<file path="config.mk">
export PLATFORM = sky130hd
export DESIGN_NAME = byte_group_reverser
export DESIGN_NICKNAME = d
export VERILOG_FILES = /design/src/design/bgr_pkg.sv /design/src/design/bgr_ram.sv /design/src/design/byte_group_reverser.sv
export SDC_FILE = /design/constraint.sdc
export NUM_CORES = 1
export LEC_CHECK = 0
export BUFFER_PORTS_ARGS = -buffer_cell sky130_fd_sc_hd__buf_4
export CORE_MARGIN = 2
export CORE_UTILIZATION = 56
export DETAILED_ROUTE_END_ITERATION = 10
export GPL_TIMING_DRIVEN = 0
export PLACE_DENSITY_LB_ADDON = 0.2
export RECOVER_POWER = 50
export REMOVE_ABC_BUFFERS = 1
export SETUP_SLACK_MARGIN = 0.15
export SYNTH_ARGS = -nofsm -noshare
export SYNTH_HDL_FRONTEND = slang
export SYNTH_SLANG_ARGS = --single-unit
</file>
<file path="constraint.sdc">
create_clock -name clk -period 2.86 [get_ports clk]
set_input_delay 0.143 -clock clk [delete_from_list [all_inputs] [get_ports clk]]
set_output_delay 0.143 -clock clk [all_outputs]
set_load 0.05 [all_outputs]
</file>
<file path="src/design/bgr_pkg.sv">
// bgr_pkg: shared constants for the byte group reverser.
// Used by byte_group_reverser; depends on nothing.
package bgr_pkg;

	localparam int BYTE_W         = 8;   // width of one string byte
	localparam int CFG_W          = 7;   // width of the group size register
	localparam int MAX_GROUP_DEF  = 64;  // default group buffer depth
	localparam int GROUP_SIZE_RST = 2;   // group size after reset
	localparam int GROUP_SIZE_MIN = 2;   // smallest group size that takes effect

endpackage

</file>
<file path="src/design/bgr_ram.sv">
// bgr_ram: generic single-write, single-read RAM with a registered read port.
// Read data holds while no read is issued. No dependencies.
module bgr_ram #(
	parameter int WIDTH = 8,
	parameter int DEPTH = 64
) (
	input  logic                     clk,
	input  logic                     we,
	input  logic [$clog2(DEPTH)-1:0] waddr,
	input  logic [WIDTH-1:0]         wdata,
	input  logic                     re,
	input  logic [$clog2(DEPTH)-1:0] raddr,
	output logic [WIDTH-1:0]         rdata
);

	logic [WIDTH-1:0] mem_q [DEPTH];
	logic [WIDTH-1:0] rdata_q;

	always_ff @(posedge clk) begin
		if (we) begin
			mem_q[waddr] <= wdata;
		end
		if (re) begin
			rdata_q <= mem_q[raddr];
		end
	end

	assign rdata = rdata_q;

endmodule

</file>
<file path="src/design/byte_group_reverser.sv">
// A byte that completes a group (or ends the string) starts a run that is read from the
// buffer RAM into the read stage and then the output register, then streams at one beat
// per cycle unless stalled. A byte that emits nothing does not hold the input; one that
// emits a run holds it until the run's last read, set by the single read port of the RAM.
// Reset (arst_n low): fill count and pipeline clear, group size returns to 2; the buffer
// RAM is not cleared, since only entries written in the current group are ever read.
module byte_group_reverser #(
	parameter int MAX_GROUP = bgr_pkg::MAX_GROUP_DEF
) (
	input  logic                      clk,
	input  logic                      arst_n,
	// configuration: group size
	input  logic                      cfg_wen,
	input  logic [bgr_pkg::CFG_W-1:0] cfg_wdata,
	// input channel
	input  logic                      in_valid,
	output logic                      in_stall,
	input  logic [bgr_pkg::BYTE_W-1:0] in_byte,
	input  logic                      in_last,
	// output channel
	output logic                      out_valid,
	input  logic                      out_stall,
	output logic [bgr_pkg::BYTE_W-1:0] out_byte,
	output logic                      run_last,
	output logic                      string_end
);

	// AW addresses the buffer; CW holds counts up to MAX_GROUP inclusive.
	localparam int AW = $clog2(MAX_GROUP);
	localparam int CW = $clog2(MAX_GROUP + 1);

	typedef enum logic {
		ST_IDLE,
		ST_EMIT
	} state_t;

	state_t                     state_q;
	logic [bgr_pkg::CFG_W-1:0]  group_size_q;
	logic [CW-1:0]              fill_q;     // bytes gathered in the current group
	logic [CW-1:0]              cnt_q;      // length of the run being emitted
	logic [CW-1:0]              idx_q;      // next run position to read
	logic                       rev_q;      // run is a full group, read it backward
	logic                       last_q;     // run ends the string

	// Read stage: RAM read data plus the flags that travel with it.
	logic                       s1_valid_q;
	logic                       s1_run_last_q;
	logic                       s1_end_q;

	// Output register.
	logic                       out_valid_q;
	logic [bgr_pkg::BYTE_W-1:0] out_byte_q;
	logic                       run_last_q;
	logic                       string_end_q;

	logic [CW-1:0]              eff_k;
	logic [CW-1:0]              n_next;
	logic                       in_beat;
	logic                       ram_we;
	logic                       ram_re;
	logic [AW-1:0]              ram_raddr;
	logic [bgr_pkg::BYTE_W-1:0] ram_rdata;
	logic                       move_s1;
	logic                       read_is_final;
	logic                       start_rev;
	logic                       start_fwd;

	// Clamp the group size register to the range that takes effect.
	always_comb begin
		if (int'(group_size_q) < bgr_pkg::GROUP_SIZE_MIN) begin
			eff_k = CW'(bgr_pkg::GROUP_SIZE_MIN);
		end else if (int'(group_size_q) > MAX_GROUP) begin
			eff_k = CW'(MAX_GROUP);
		end else begin
			eff_k = CW'(group_size_q);
		end
	end

	// Accept a beat only between runs; the RAM read port belongs to the run.
	assign in_stall = (state_q != ST_IDLE);
	assign in_beat  = in_valid && !in_stall;

	// Write the byte at the fill position unless the buffer is full.
	assign ram_we = in_beat && (int'(fill_q) < MAX_GROUP);
	assign n_next = ram_we ? (fill_q + CW'(1)) : fill_q;

	// A full group goes out reversed; a short tail at string end goes out in order.
	assign start_rev = in_beat && (n_next >= eff_k);
	assign start_fwd = in_beat && !(n_next >= eff_k) && in_last;

	// Advance the read stage when the output register is empty or being drained.
	assign move_s1 = s1_valid_q && (!out_valid_q || !out_stall);

	// Issue one read per cycle while the read stage can take its data.
	assign ram_re        = (state_q == ST_EMIT) && (!s1_valid_q || move_s1);
	assign read_is_final = (idx_q == (cnt_q - CW'(1)));
	assign ram_raddr     = rev_q ? AW'(cnt_q - CW'(1) - idx_q) : AW'(idx_q);

	bgr_ram #(
		.WIDTH (bgr_pkg::BYTE_W),
		.DEPTH (MAX_GROUP)
	) u_buf (
		.clk   (clk),
		.we    (ram_we),
		.waddr (AW'(fill_q)),
		.wdata (in_byte),
		.re    (ram_re),
		.raddr (ram_raddr),
		.rdata (ram_rdata)
	);

	// Control state, sequencer and valid flags.
	always_ff @(posedge clk or negedge arst_n) begin
		if (!arst_n) begin
			state_q      <= ST_IDLE;
			group_size_q <= bgr_pkg::CFG_W'(bgr_pkg::GROUP_SIZE_RST);
			fill_q       <= '0;
			cnt_q        <= '0;
			idx_q        <= '0;
			rev_q        <= 1'b0;
			last_q       <= 1'b0;
			s1_valid_q   <= 1'b0;
			out_valid_q  <= 1'b0;
		end else begin
			if (cfg_wen) begin
				group_size_q <= cfg_wdata;
			end

			case (state_q)
				ST_IDLE: begin
					if (start_rev || start_fwd) begin
						// Latch the run and restart gathering.
						state_q <= ST_EMIT;
						cnt_q   <= n_next;
						idx_q   <= '0;
						rev_q   <= start_rev;
						last_q  <= in_last;
						fill_q  <= '0;
					end else if (in_beat) begin
						fill_q <= n_next;
					end
				end
				ST_EMIT: begin
					if (ram_re) begin
						idx_q <= idx_q + CW'(1);
						if (read_is_final) begin
							state_q <= ST_IDLE;
						end
					end
				end
				default: begin
					state_q <= ST_IDLE;
				end
			endcase

			// Hold the read stage until its data moves on.
			if (ram_re) begin
				s1_valid_q <= 1'b1;
			end else if (move_s1) begin
				s1_valid_q <= 1'b0;
			end

			// Hold the output beat while stalled, drop it once taken.
			if (move_s1) begin
				out_valid_q <= 1'b1;
			end else if (!out_stall) begin
				out_valid_q <= 1'b0;
			end
		end
	end

	// Payload registers: flags of the read in flight and the output beat.
	always_ff @(posedge clk) begin
		if (ram_re) begin
			s1_run_last_q <= read_is_final;
			s1_end_q      <= read_is_final && last_q;
		end
		if (move_s1) begin
			out_byte_q   <= ram_rdata;
			run_last_q   <= s1_run_last_q;
			string_end_q <= s1_end_q;
		end
	end

	assign out_valid  = out_valid_q;
	assign out_byte   = out_byte_q;
	assign run_last   = run_last_q;
	assign string_end = string_end_q;

`ifndef SYNTHESIS
	// Gathering never runs past the buffer.
	a_fill_bound: assert property (@(posedge clk) disable iff (!arst_n)
		int'(fill_q) < MAX_GROUP)
		else $error("fill count reached buffer depth");

	// Every read issued lands in the read stage on the next edge.
	a_read_lands: assert property (@(posedge clk) disable iff (!arst_n)
		ram_re |=> s1_valid_q)
		else $error("issued read lost");

	// Starting a run empties the gather count.
	a_run_clears_fill: assert property (@(posedge clk) disable iff (!arst_n)
		(start_rev || start_fwd) |=> (fill_q == '0) && (state_q == ST_EMIT))
		else $error("run start did not reset fill count");

	// A string end beat always closes its run.
	a_end_closes_run: assert property (@(posedge clk) disable iff (!arst_n)
		(out_valid_q && string_end_q) |-> run_last_q)
		else $error("string end without run end");

	// No read is issued with an empty run.
	a_run_nonempty: assert property (@(posedge clk) disable iff (!arst_n)
		ram_re |-> (cnt_q != '0) && (idx_q < cnt_q))
		else $error("read outside the run");
`endif

endmodule
</file>
==> flow_summary_export.csv, run 1 <==
group,metric,value,unit
sta,timing.hold.ws,93.9,ps
die,core_area,39900,um2
synth,synth_area,22800,um2
synth,synth_edf_count,532,
die,std_cell_rows,73,
place,place_worst_setup_slack,-1910,ps
global_routing,overflow,0,
job,max-cap-violations,5,
setup_path,crit_path_end_kind,"register",
layout,area_delta_synth_final,18.5,%
synth,avgSynthCellArea,16.1,um2
clocking,clkLatencyLatePin,600,ps
layout,final_cell_mix,"edfxtp_1, nand2_1, nand3_1",
synth,yosys_warnings,0,
sta,fmax,0.293,GHz
synth,synth_top_flop_cell,"edfxtp_1",
global_routing,grt_pass1_vias,13000,
setup_path,path_class,"register to register",
global_routing,grt_pass1_wl,80600,um
place,dp_hpwl,28900,um
layout,layout.cells.most_common,"edfxtp_1",
place,dpl_cell_area,23600,um2
run_status,violations,"capacitance limit, slew limit, setup timing",
pwr,leakage,9.11,nW
pwr,p_per_area,1170,nW/um2
clocking,clk_pin_slew_worst_paths,60,ps
detailed_routing,firstDrtPassIters,5,
clocking,tritoncts,"done",
setup_path,required,3190,ps
sta,drv_slew,294,
clocking,clk_path_buf_depth,3,
detailed_routing,viasPerCell,6.25,
setup_path,critPathLaunchType,"register",
detailed_routing,route.vias.total,13000,
die,die_y,206,um
die,die_x,206,um
detailed_routing,avgRoutedWirePerCell,26.1,um
sta,setup-violations-final,9,
setup_path,r2r_slack,-560,ps
sta,rsz0062_at_grt,"yes",
sta,worst_slack,-557,ps
sta,tightest_slew,3120,ps
setup_path,crit_arrival,3750,ps
sta,final.min_clock_period,3420,ps
layout,drive_gt1_share,25.7,%
synth,yosysSeqAreaShare,73.8,%
synth,synth_cell_types,50,
layout,antenna_cells,0,
die,dieArea,42300,um2
sta,finalSetupTns,-4010,ps
detailed_routing,final_antenna_net_count,0,
sta,fin_crit_sh,119,%
die,start_util,57.0,%
global_routing,grt_max_degree,65,
global_routing,antenna_found_initial,0,
hold_path,min_path_type,"input pin to register",
clocking,cts_root_buf,"clkbuf_16",
place,port_buffers,32,
detailed_routing,wl,54300,um
run_status,outcome,"finished, violations left",
clocking,ctsHtreeMaxLevel,2,
setup_path,path_max_fanout,6,
layout,fin_area,27000,um2
clocking,numCtsBuffers,56,
sta,finalHoldViolations,0,
die,ios,33,
pwr,ir_drop,0.863,mV
clocking,clock-sinks,565,
synth,synthCells,1418,
detailed_routing,drt_iter0_markers,1495,
detailed_routing,drc,0,
synth,async_reset_ff_share,5.84,%
synth,ys_ff_latch,565,
layout,nNetsFinal,1554,
layout,multi_input_area,6340,um2
sta,clock_skew,18.9,ps
layout,n_fill_cell,2540,
layout,seqCellArea,16800,um2
layout,final_util,67.6,%
global_routing,grtUsageTotal,26.4,%
place,gp_congestion,0.784,
sta,maxSlewHeadroom,-108,%
## cell type report
cell class / count / area share, %
inverters: 9 / 0.125
clock inverters: 28 / 1.48
well taps: 525 / 2.44
multi-input cells: 774 / 23.5
clock buffers: 67 / 5.43
repair buffers: 111 / 4.70
flip-flops and latches: 565 / 62.3
## final timing paths
kind	start	end	cells past startpoint
worst min-delay path	in_valid	rev_q$_DFFE_PN0P_	4
max in group asynchronous	arst_n	rev_q$_DFFE_PN0P_	2
min in group asynchronous	arst_n	last_q$_DFFE_PN0P_	2
worst min register to register	u_buf.rdata[2]$_DFFE_PP_	out_byte[2]$_DFFE_PP_	0
worst max-delay path	cnt_q[0]$_DFFE_PN0P_	u_buf.rdata[5]$_DFFE_PP_	12
worst max register to register	cnt_q[0]$_DFFE_PN0P_	u_buf.rdata[5]$_DFFE_PP_	12
## metrics by stage
stage | std cells | power (mW)
3_3_place_gp | 1898 | 18.0
6_report | 2079 | 31.5
5_1_grt | 2079 | 32.8
2_1_floorplan | 1341 | 16.9
3_5_place_dp | 1910 | 20.9
4_1_cts | 2064 | 31.0
## worst max-delay path, stage by stage (launching register included)
cell and delay, ps:
dfrtp_1 400, buf_4 160, ha_4 160, inv_2 70, fa_2 500, mux2_8 360
buf_12 170, buf_12 130, mux4_2 460, mux2i_4 220, a32oi_2 110, nand4_1 260
o41ai_4 150
## kinds of logic (layout without fill, tap and decap cells)
logic type,Yosys count,count (layout),synth area share (%)
compound gates,89,92,2.57
xor+xnor,21,21,0.808
mux,114,118,9.94
flops,565,565,73.8
simple gates,527,527,10.1
fa+ha+maj,16,16,0.912
buf+inv,86,215,1.86
## where the power goes
group	total [mW]	leakage, nW	switching (mW)	internal (mW)
registers	9.76	5.20	0.290	9.47
clock network	7.54	0.905	3.02	4.52
logic	14.2	3.00	8.03	6.21
total	31.5	9.11	11.3	20.2
## Yosys cell counts (2+ instances only)
cell	instances	share of area, %
o41ai_1	7	0.27
and3_1	7	0.19
nand2_1	256	4.2
a32oi_1	10	0.38
ha_1	15	0.82
xor2_1	8	0.31
nand4_1	10	0.27
dfrtp_1	32	3.5
nor2_1	78	1.3
a22oi_1	7	0.23
mux4_2	88	8.7
buf_4	5	0.16
a31o_2	3	0.12
nand3b_1	2	0.066
mux2_2	11	0.54
a21oi_1	28	0.62
nor3_1	5	0.11
a21o_1	8	0.26
buf_1	6	0.099
nor2b_1	6	0.16
o21ai_0	16	0.35
inv_1	9	0.15
nand3_1	135	3.0
or3b_2	2	0.077
buf_6	5	0.25
buf_2	36	0.79
mux2i_1	12	0.53
mux2_1	2	0.099
and2_1	14	0.38
nor4_1	2	0.055
clkbuf_1	25	0.41
xnor2_1	13	0.50
a22o_1	2	0.077
nand2b_1	5	0.14
or3_1	2	0.055
edfxtp_1	532	70
## layer usage
| metal | global-route usage (%) | vias to the layer above | part of all wire (%) |
|---|---|---|---|
| li1 | - | 5627 | - |
| met1 | 36.7 | 6610 | 39 |
| met2 | 41.3 | 652 | 49 |
| met3 | 5.35 | 109 | 8.6 |
| met4 | 10.7 | 0 | 3.5 |
| met5 | 0 | - | 0 |
## registers in the layout, summed over array words and instances (netlist names), 7 cells and up
name	cells
out_byte	8
fill_q	7
group_size_q	7
u_buf.rdata	8
u_buf.mem_q	512
idx_q	7
cnt_q	7
## timing repair
action | in CTS | in global routing
gates cloned | 12 | 2
pin swaps | 23 | 29
hold buffers | 18 | 0
hold endpoints to repair | 49 | 0
setup buffers | 29 | 14
resized for setup | 116 | 45
endpoints found under the setup margin | 528 | 143
Power figures use the tool's default switching activity.
==> inputs of run 2 (changes only) <==
==> constraint.sdc (replaced) <==
create_clock -name clk -period 2.86 [get_ports clk]
set_input_delay 0.572 -clock clk [delete_from_list [all_inputs] [get_ports clk]]
set_output_delay 0.572 -clock clk [all_outputs]
set_load 0.05 [all_outputs]
==> run 2 against run 1 <==
Compared with the run above: first-iteration DRC count down 2.9%; hold slack improved by 100 ps; final area decreased by 0.59%; the run still ends with capacitance limit, slew limit, setup timing left; largest cell class unchanged; critical path type unchanged.
==> flow_summary_export.csv, run 2 (synthesized netlist as in run 1, its figures left out) <==
group,metric,value,unit
clocking,numCtsBuffers,56,
layout,final_cell_mix,"edfxtp_1, nand2_1, nand3_1",
clocking,ctsHtreeMaxLevel,2,
die,die_y,206,um
setup_path,path_max_fanout,6,
setup_path,crit_arrival,3710,ps
job,max-cap-violations,2,
die,ios,33,
detailed_routing,firstDrtPassIters,6,
sta,rsz0062_at_grt,"yes",
detailed_routing,viasPerCell,6.26,
clocking,clk_path_buf_depth,3,
place,gp_congestion,0.784,
layout,layout.cells.most_common,"edfxtp_1",
run_status,outcome,"finished, violations left",
hold_path,min_path_type,"input pin to register",
setup_path,path_class,"register to register",
pwr,p_per_area,1170,nW/um2
pwr,leakage,9.06,nW
layout,max_flop_register,"u_buf.mem_q",
layout,fin_area,26800,um2
sta,setup-violations-final,9,
pwr,finalPower,31.5,mW
layout,antenna_cells,0,
detailed_routing,wl,53900,um
sta,fin_crit_sh,118,%
detailed_routing,wl_met2,26000,um
detailed_routing,route.vias.total,12900,
detailed_routing,route.met3.wl,4360,um
place,dp_hpwl,28900,um
sta,fmax,0.296,GHz
sta,finalSetupTns,-3910,ps
layout,n_fill_cell,2560,
layout,drive_gt1_share,26.1,%
clocking,clkLatencyLatePin,600,ps
setup_path,crit_path_end_kind,"register",
global_routing,grt_pass1_wl,80200,um
layout,largest_reg_flops,512,
setup_path,critPathLaunchType,"register",
global_routing,grt_max_degree,65,
sta,drv_slew,99,
detailed_routing,m1WireLength,21700,um
layout,seqCellArea,16800,um2
layout,area_delta_synth_final,17.8,%
die,start_util,57.0,%
detailed_routing,drt_iter0_markers,1452,
die,core_area,39900,um2
sta,final.min_clock_period,3380,ps
die,dieArea,42300,um2
sta,clock_skew,18.4,ps
place,dpl_cell_area,23600,um2
detailed_routing,top_layer_used,"met4",
run_status,violations,"capacitance limit, slew limit, setup timing",
clocking,cts_root_buf,"clkbuf_16",
clocking,tritoncts,"done",
setup_path,required,3190,ps
sta,finalHoldViolations,0,
global_routing,overflow,0,
global_routing,grt_pass1_vias,12800,
die,die_x,206,um
clocking,clk_pin_slew_worst_paths,60,ps
die,std_cell_rows,73,
sta,timing.hold.ws,198,ps
detailed_routing,final_antenna_net_count,0,
detailed_routing,drc,0,
layout,multi_input_area,6340,um2
sta,worst_slack,-519,ps
pwr,ir_drop,0.855,mV
place,port_buffers,32,
layout,nNetsFinal,1538,
global_routing,grtUsageTotal,26.2,%
detailed_routing,avgRoutedWirePerCell,26.1,um
clocking,clock-sinks,565,
sta,tightest_slew,1880,ps
sta,maxSlewHeadroom,-25.2,%
global_routing,antenna_found_initial,0,
run 2: cell types whose count changed in the layout (fill, tap and decap cells not counted):
cell | previous run | this run
a21boi_0 | 1 | 0
a21boi_1 | 0 | 1
clkbuf_2 | 5 | 8
buf_4 | 54 | 55
dlygate4sd3_1 | 18 | 1
dfstp_1 | 0 | 1
dfstp_2 | 1 | 0
clkbuf_1 | 16 | 13
run 2: repair_timing:
item,CTS,global route
buffers inserted,29,15
pin swaps,23,29
hold buffers,1,0
setup endpoints to repair,528,143
resized for setup,116,45
gates cloned,12,2
hold endpoints to repair,32,0
run 2: layout make-up:
type	count	share of cell area, %
flip-flops and latches	565	62.7
multi-input cells	774	23.6
well taps	525	2.45
clock buffers	67	5.46
repair buffers	95	4.13
clock inverters	28	1.49
inverters	9	0.126
run 2: through the flow:
step                      cells  util [%]  worst slack [ps]
after floorplan            1341         -             -2780
after global placement     1898      58.3             -6480
after detailed placement   1910      59.1             -2040
after CTS                  2047      66.4              -465
after global routing       2063      67.2              -588
final                      2063      67.2              -519
run 2: power by group:
group / leakage (nW) / internal, mW / switching, mW
Combinational: 2.95 / 6.19 / 8.01
Clock: 0.905 / 4.52 / 3.02
Sequential: 5.20 / 9.46 / 0.288
Total: 9.06 / 20.2 / 11.3
run 2: metal layers:
layer | track usage (%) | vias up
met5 | 0 | -
met4 | 10.7 | 0
met3 | 5.37 | 110
met2 | 40.8 | 594
met1 | 36.7 | 6603
li1 | - | 5601
run 2: final timing paths:
kind | start | end | slack (ps) | cells after the start
min reg2reg | s1_run_last_q$_DFFE_PP_ | run_last$_DFFE_PP_ | 420 | 0
max reg2reg | cnt_q[0]$_DFFE_PN0P_ | u_buf.rdata[5]$_DFFE_PP_ | -520 | 12
max | cnt_q[0]$_DFFE_PN0P_ | u_buf.rdata[5]$_DFFE_PP_ | -520 | 12
min in group asynchronous | arst_n | last_q$_DFFE_PN0P_ | 1030 | 2
min | cfg_wdata[6] | group_size_q[6]$_DFFE_PN0P_ | 200 | 3
max in group asynchronous | arst_n | rev_q$_DFFE_PN0P_ | 510 | 2
run 2: critical path: stages (launching register included):
cell and delay [ps]:
dfrtp_1 400, buf_4 160, ha_4 160, inv_2 70, fa_2 500, mux2_8 360
buf_12 170, buf_12 130, mux4_2 460, mux2i_4 220, a32oi_2 110, nand4_1 240
o41ai_4 140
==> inputs of run 3 (changes only) <==
clock period = 2.9 ns   (was 2.86 ns; I/O delays follow)
==> run 3 against run 2 <==
Compared with the run above: the run still ends with capacitance limit, slew limit, setup timing left; final cell count stayed put; die area stayed put; power is 1.3% lower; fmax is 1.2% lower; sequential cell count stayed put; count of clock-buffer cells in the layout stayed put; first-iteration DRC count is 3.7% lower; wire length is 0.20% higher; clock power is 1% lower; clock skew is 1.5 ps higher; non-clock buffer count stayed put; sequential share of layout area hardly changed.
==> flow_summary_export.csv, run 3 (synthesized netlist as in run 1, its figures left out) <==
group,metric,value,unit
run_status,outcome,"finished, violations left",
run_status,violations,"capacitance limit, slew limit, setup timing",
sta,timing.hold.ws,205,ps
sta,rsz0062_at_grt,"yes",
detailed_routing,avgRoutedWirePerCell,26.2,um
layout,seqCellArea,16800,um2
die,die_x,206,um
setup_path,required,3230,ps
place,port_buffers,32,
clocking,numCtsBuffers,56,
detailed_routing,wl,54000,um
layout,n_fill_cell,2560,
setup_path,r2r_start,"cnt_q[0]$_DFFE_PN0P_",
setup_path,crit_arrival,3760,ps
detailed_routing,final_antenna_net_count,0,
hold_path,hold_start,"cfg_wdata[6]",
pwr,leakage,9.05,nW
pwr,finalPower,31.1,mW
global_routing,antenna_found_initial,0,
hold_path,holdPathStages,3,
layout,layout.cells.most_common,"edfxtp_1",
job,max-cap-violations,3,
setup_path,crit_path_end_kind,"register",
layout,antenna_cells,0,
detailed_routing,firstDrtPassIters,5,
hold_path,hold_end,"group_size_q[6]$_DFFE_PN0P_",
die,core_area,39900,um2
global_routing,overflow,0,
setup_path,critPathLaunchType,"register",
clocking,clk_path_buf_depth,3,
global_routing,grt_max_degree,65,
sta,maxSlewHeadroom,-26.5,%
global_routing,grt_pass1_vias,12800,
place,gp_congestion,0.784,
layout,multi_input_area,6320,um2
setup_path,max_stage_delay,500,ps
setup_path,rr_endpoint,"u_buf.rdata[5]$_DFFE_PP_",
layout,fin_area,26800,um2
place,place_worst_setup_slack,-2010,ps
sta,clock_skew,19.9,ps
die,die_y,206,um
place,dp_hpwl,28900,um
sta,worst_slack,-522,ps
clocking,clk_pin_slew_worst_paths,60,ps
detailed_routing,viasPerCell,6.29,
layout,max_flop_register,"u_buf.mem_q",
sta,setup-violations-final,8,
die,start_util,57.0,%
sta,tightest_slew,1900,ps
die,dieArea,42300,um2
layout,area_delta_synth_final,17.7,%
setup_path,path_max_fanout,6,
setup_path,cp_slowest_cell,"fa_2",
layout,nNetsFinal,1538,
sta,final.min_clock_period,3420,ps
sta,fin_crit_sh,118,%
layout,final_util,67.1,%
clocking,clkLatencyLatePin,610,ps
setup_path,reg2reg_depth,12,
sta,finalSetupTns,-3800,ps
sta,drv_slew,99,
layout,drive_gt1_share,25.7,%
die,std_cell_rows,73,
global_routing,grtUsageTotal,26.2,%
place,dpl_cell_area,23600,um2
setup_path,r2r_slack,-520,ps
detailed_routing,drt_iter0_markers,1399,
setup_path,path_common_cell,"buf_12",
die,ios,33,
layout,final_cell_mix,"edfxtp_1, nand2_1, nand3_1",
clocking,clock-sinks,565,
hold_path,min_path_type,"input pin to register",
clocking,cts_root_buf,"clkbuf_16",
setup_path,crit_chain,"buf_4 -> ha_4 -> inv_2 -> fa_2 -> mux2_8 -> buf_12 -> buf_12 -> mux4_2 -> mux2i_4 -> a32oi_2 -> nand4_1 -> o41ai_4",
clocking,tritoncts,"done",
sta,fmax,0.292,GHz
layout,fin_cells,2063,
detailed_routing,route.vias.total,13000,
global_routing,grt_pass1_wl,80300,um
pwr,ir_drop,0.848,mV
layout,largest_reg_flops,512,
pwr,p_per_area,1160,nW/um2
place,dp_cells,1910,
sta,finalHoldViolations,0,
clocking,ctsHtreeMaxLevel,2,
setup_path,path_class,"register to register",
detailed_routing,drc,0,
run 3: cell counts in the layout (fill, tap and decap cells not counted):
No cell type changed its count.
run 3: worst max-delay path by stage:
| stage | start | end | depth (start not counted) | slack (ps) |
|---|---|---|---|---|
| finish | cnt_q[0]$_DFFE_PN0P_ | u_buf.rdata[5]$_DFFE_PP_ | 12 | -520 |
| global route | cnt_q[0]$_DFFE_PN0P_ | u_buf.rdata[5]$_DFFE_PP_ | 12 | -540 |
| CTS | cnt_q[0]$_DFFE_PN0P_ | u_buf.rdata[0]$_DFFE_PP_ | 12 | -430 |
| detailed placement | in_valid | cnt_q[3]$_DFFE_PN0P_ | 12 | -2010 |
| global placement | cnt_q[0]$_DFFE_PN0P_ | u_buf.rdata[5]$_DFFE_PP_ | 11 | -6440 |
| floorplan | cnt_q[0]$_DFFE_PN0P_ | u_buf.rdata[0]$_DFFE_PP_ | 11 | -2740 |
run 3: layer usage:
metal	GRT usage, %	up-vias	routed length [um]
met4	10.7	0	1890
li1	-	5600	-
met3	5.38	107	4630
met2	40.8	622	26100
met1	36.7	6654	21400
met5	0	-	0
run 3: cell type report:
class,instances,share of cell area [%]
inverters,9,0.126
clock inverters,28,1.49
flip-flops and latches,565,62.7
clock buffers,67,5.46
well taps,525,2.45
repair buffers,95,4.14
multi-input cells,774,23.6
run 3: power breakdown:
group | switching [mW] | leakage, nW | internal (mW) | total, mW
Combinational | 7.92 | 2.95 | 6.11 | 14.0
Sequential | 0.283 | 5.20 | 9.33 | 9.62
Clock | 2.98 | 0.905 | 4.46 | 7.44
Total | 11.2 | 9.05 | 19.9 | 31.1
run 3: critical path, delay by kind of cell (launching register included):
kind	cells	cell delay, ps
compound gates	2	260
fa+ha+maj	2	660
buf+inv	4	530
flops	1	400
mux	3	1040
simple gates	1	250
run 3: timing repair:
| item | 4_1_cts | 5_1_grt |
|---|---|---|
| gates cloned | 12 | 2 |
| gates resized for setup | 111 | 44 |
| hold endpoints to repair | 32 | 0 |
| setup endpoints to repair | 494 | 214 |
| buffers inserted | 29 | 15 |
| hold buffers | 1 | 0 |
| pin swaps | 22 | 29 |
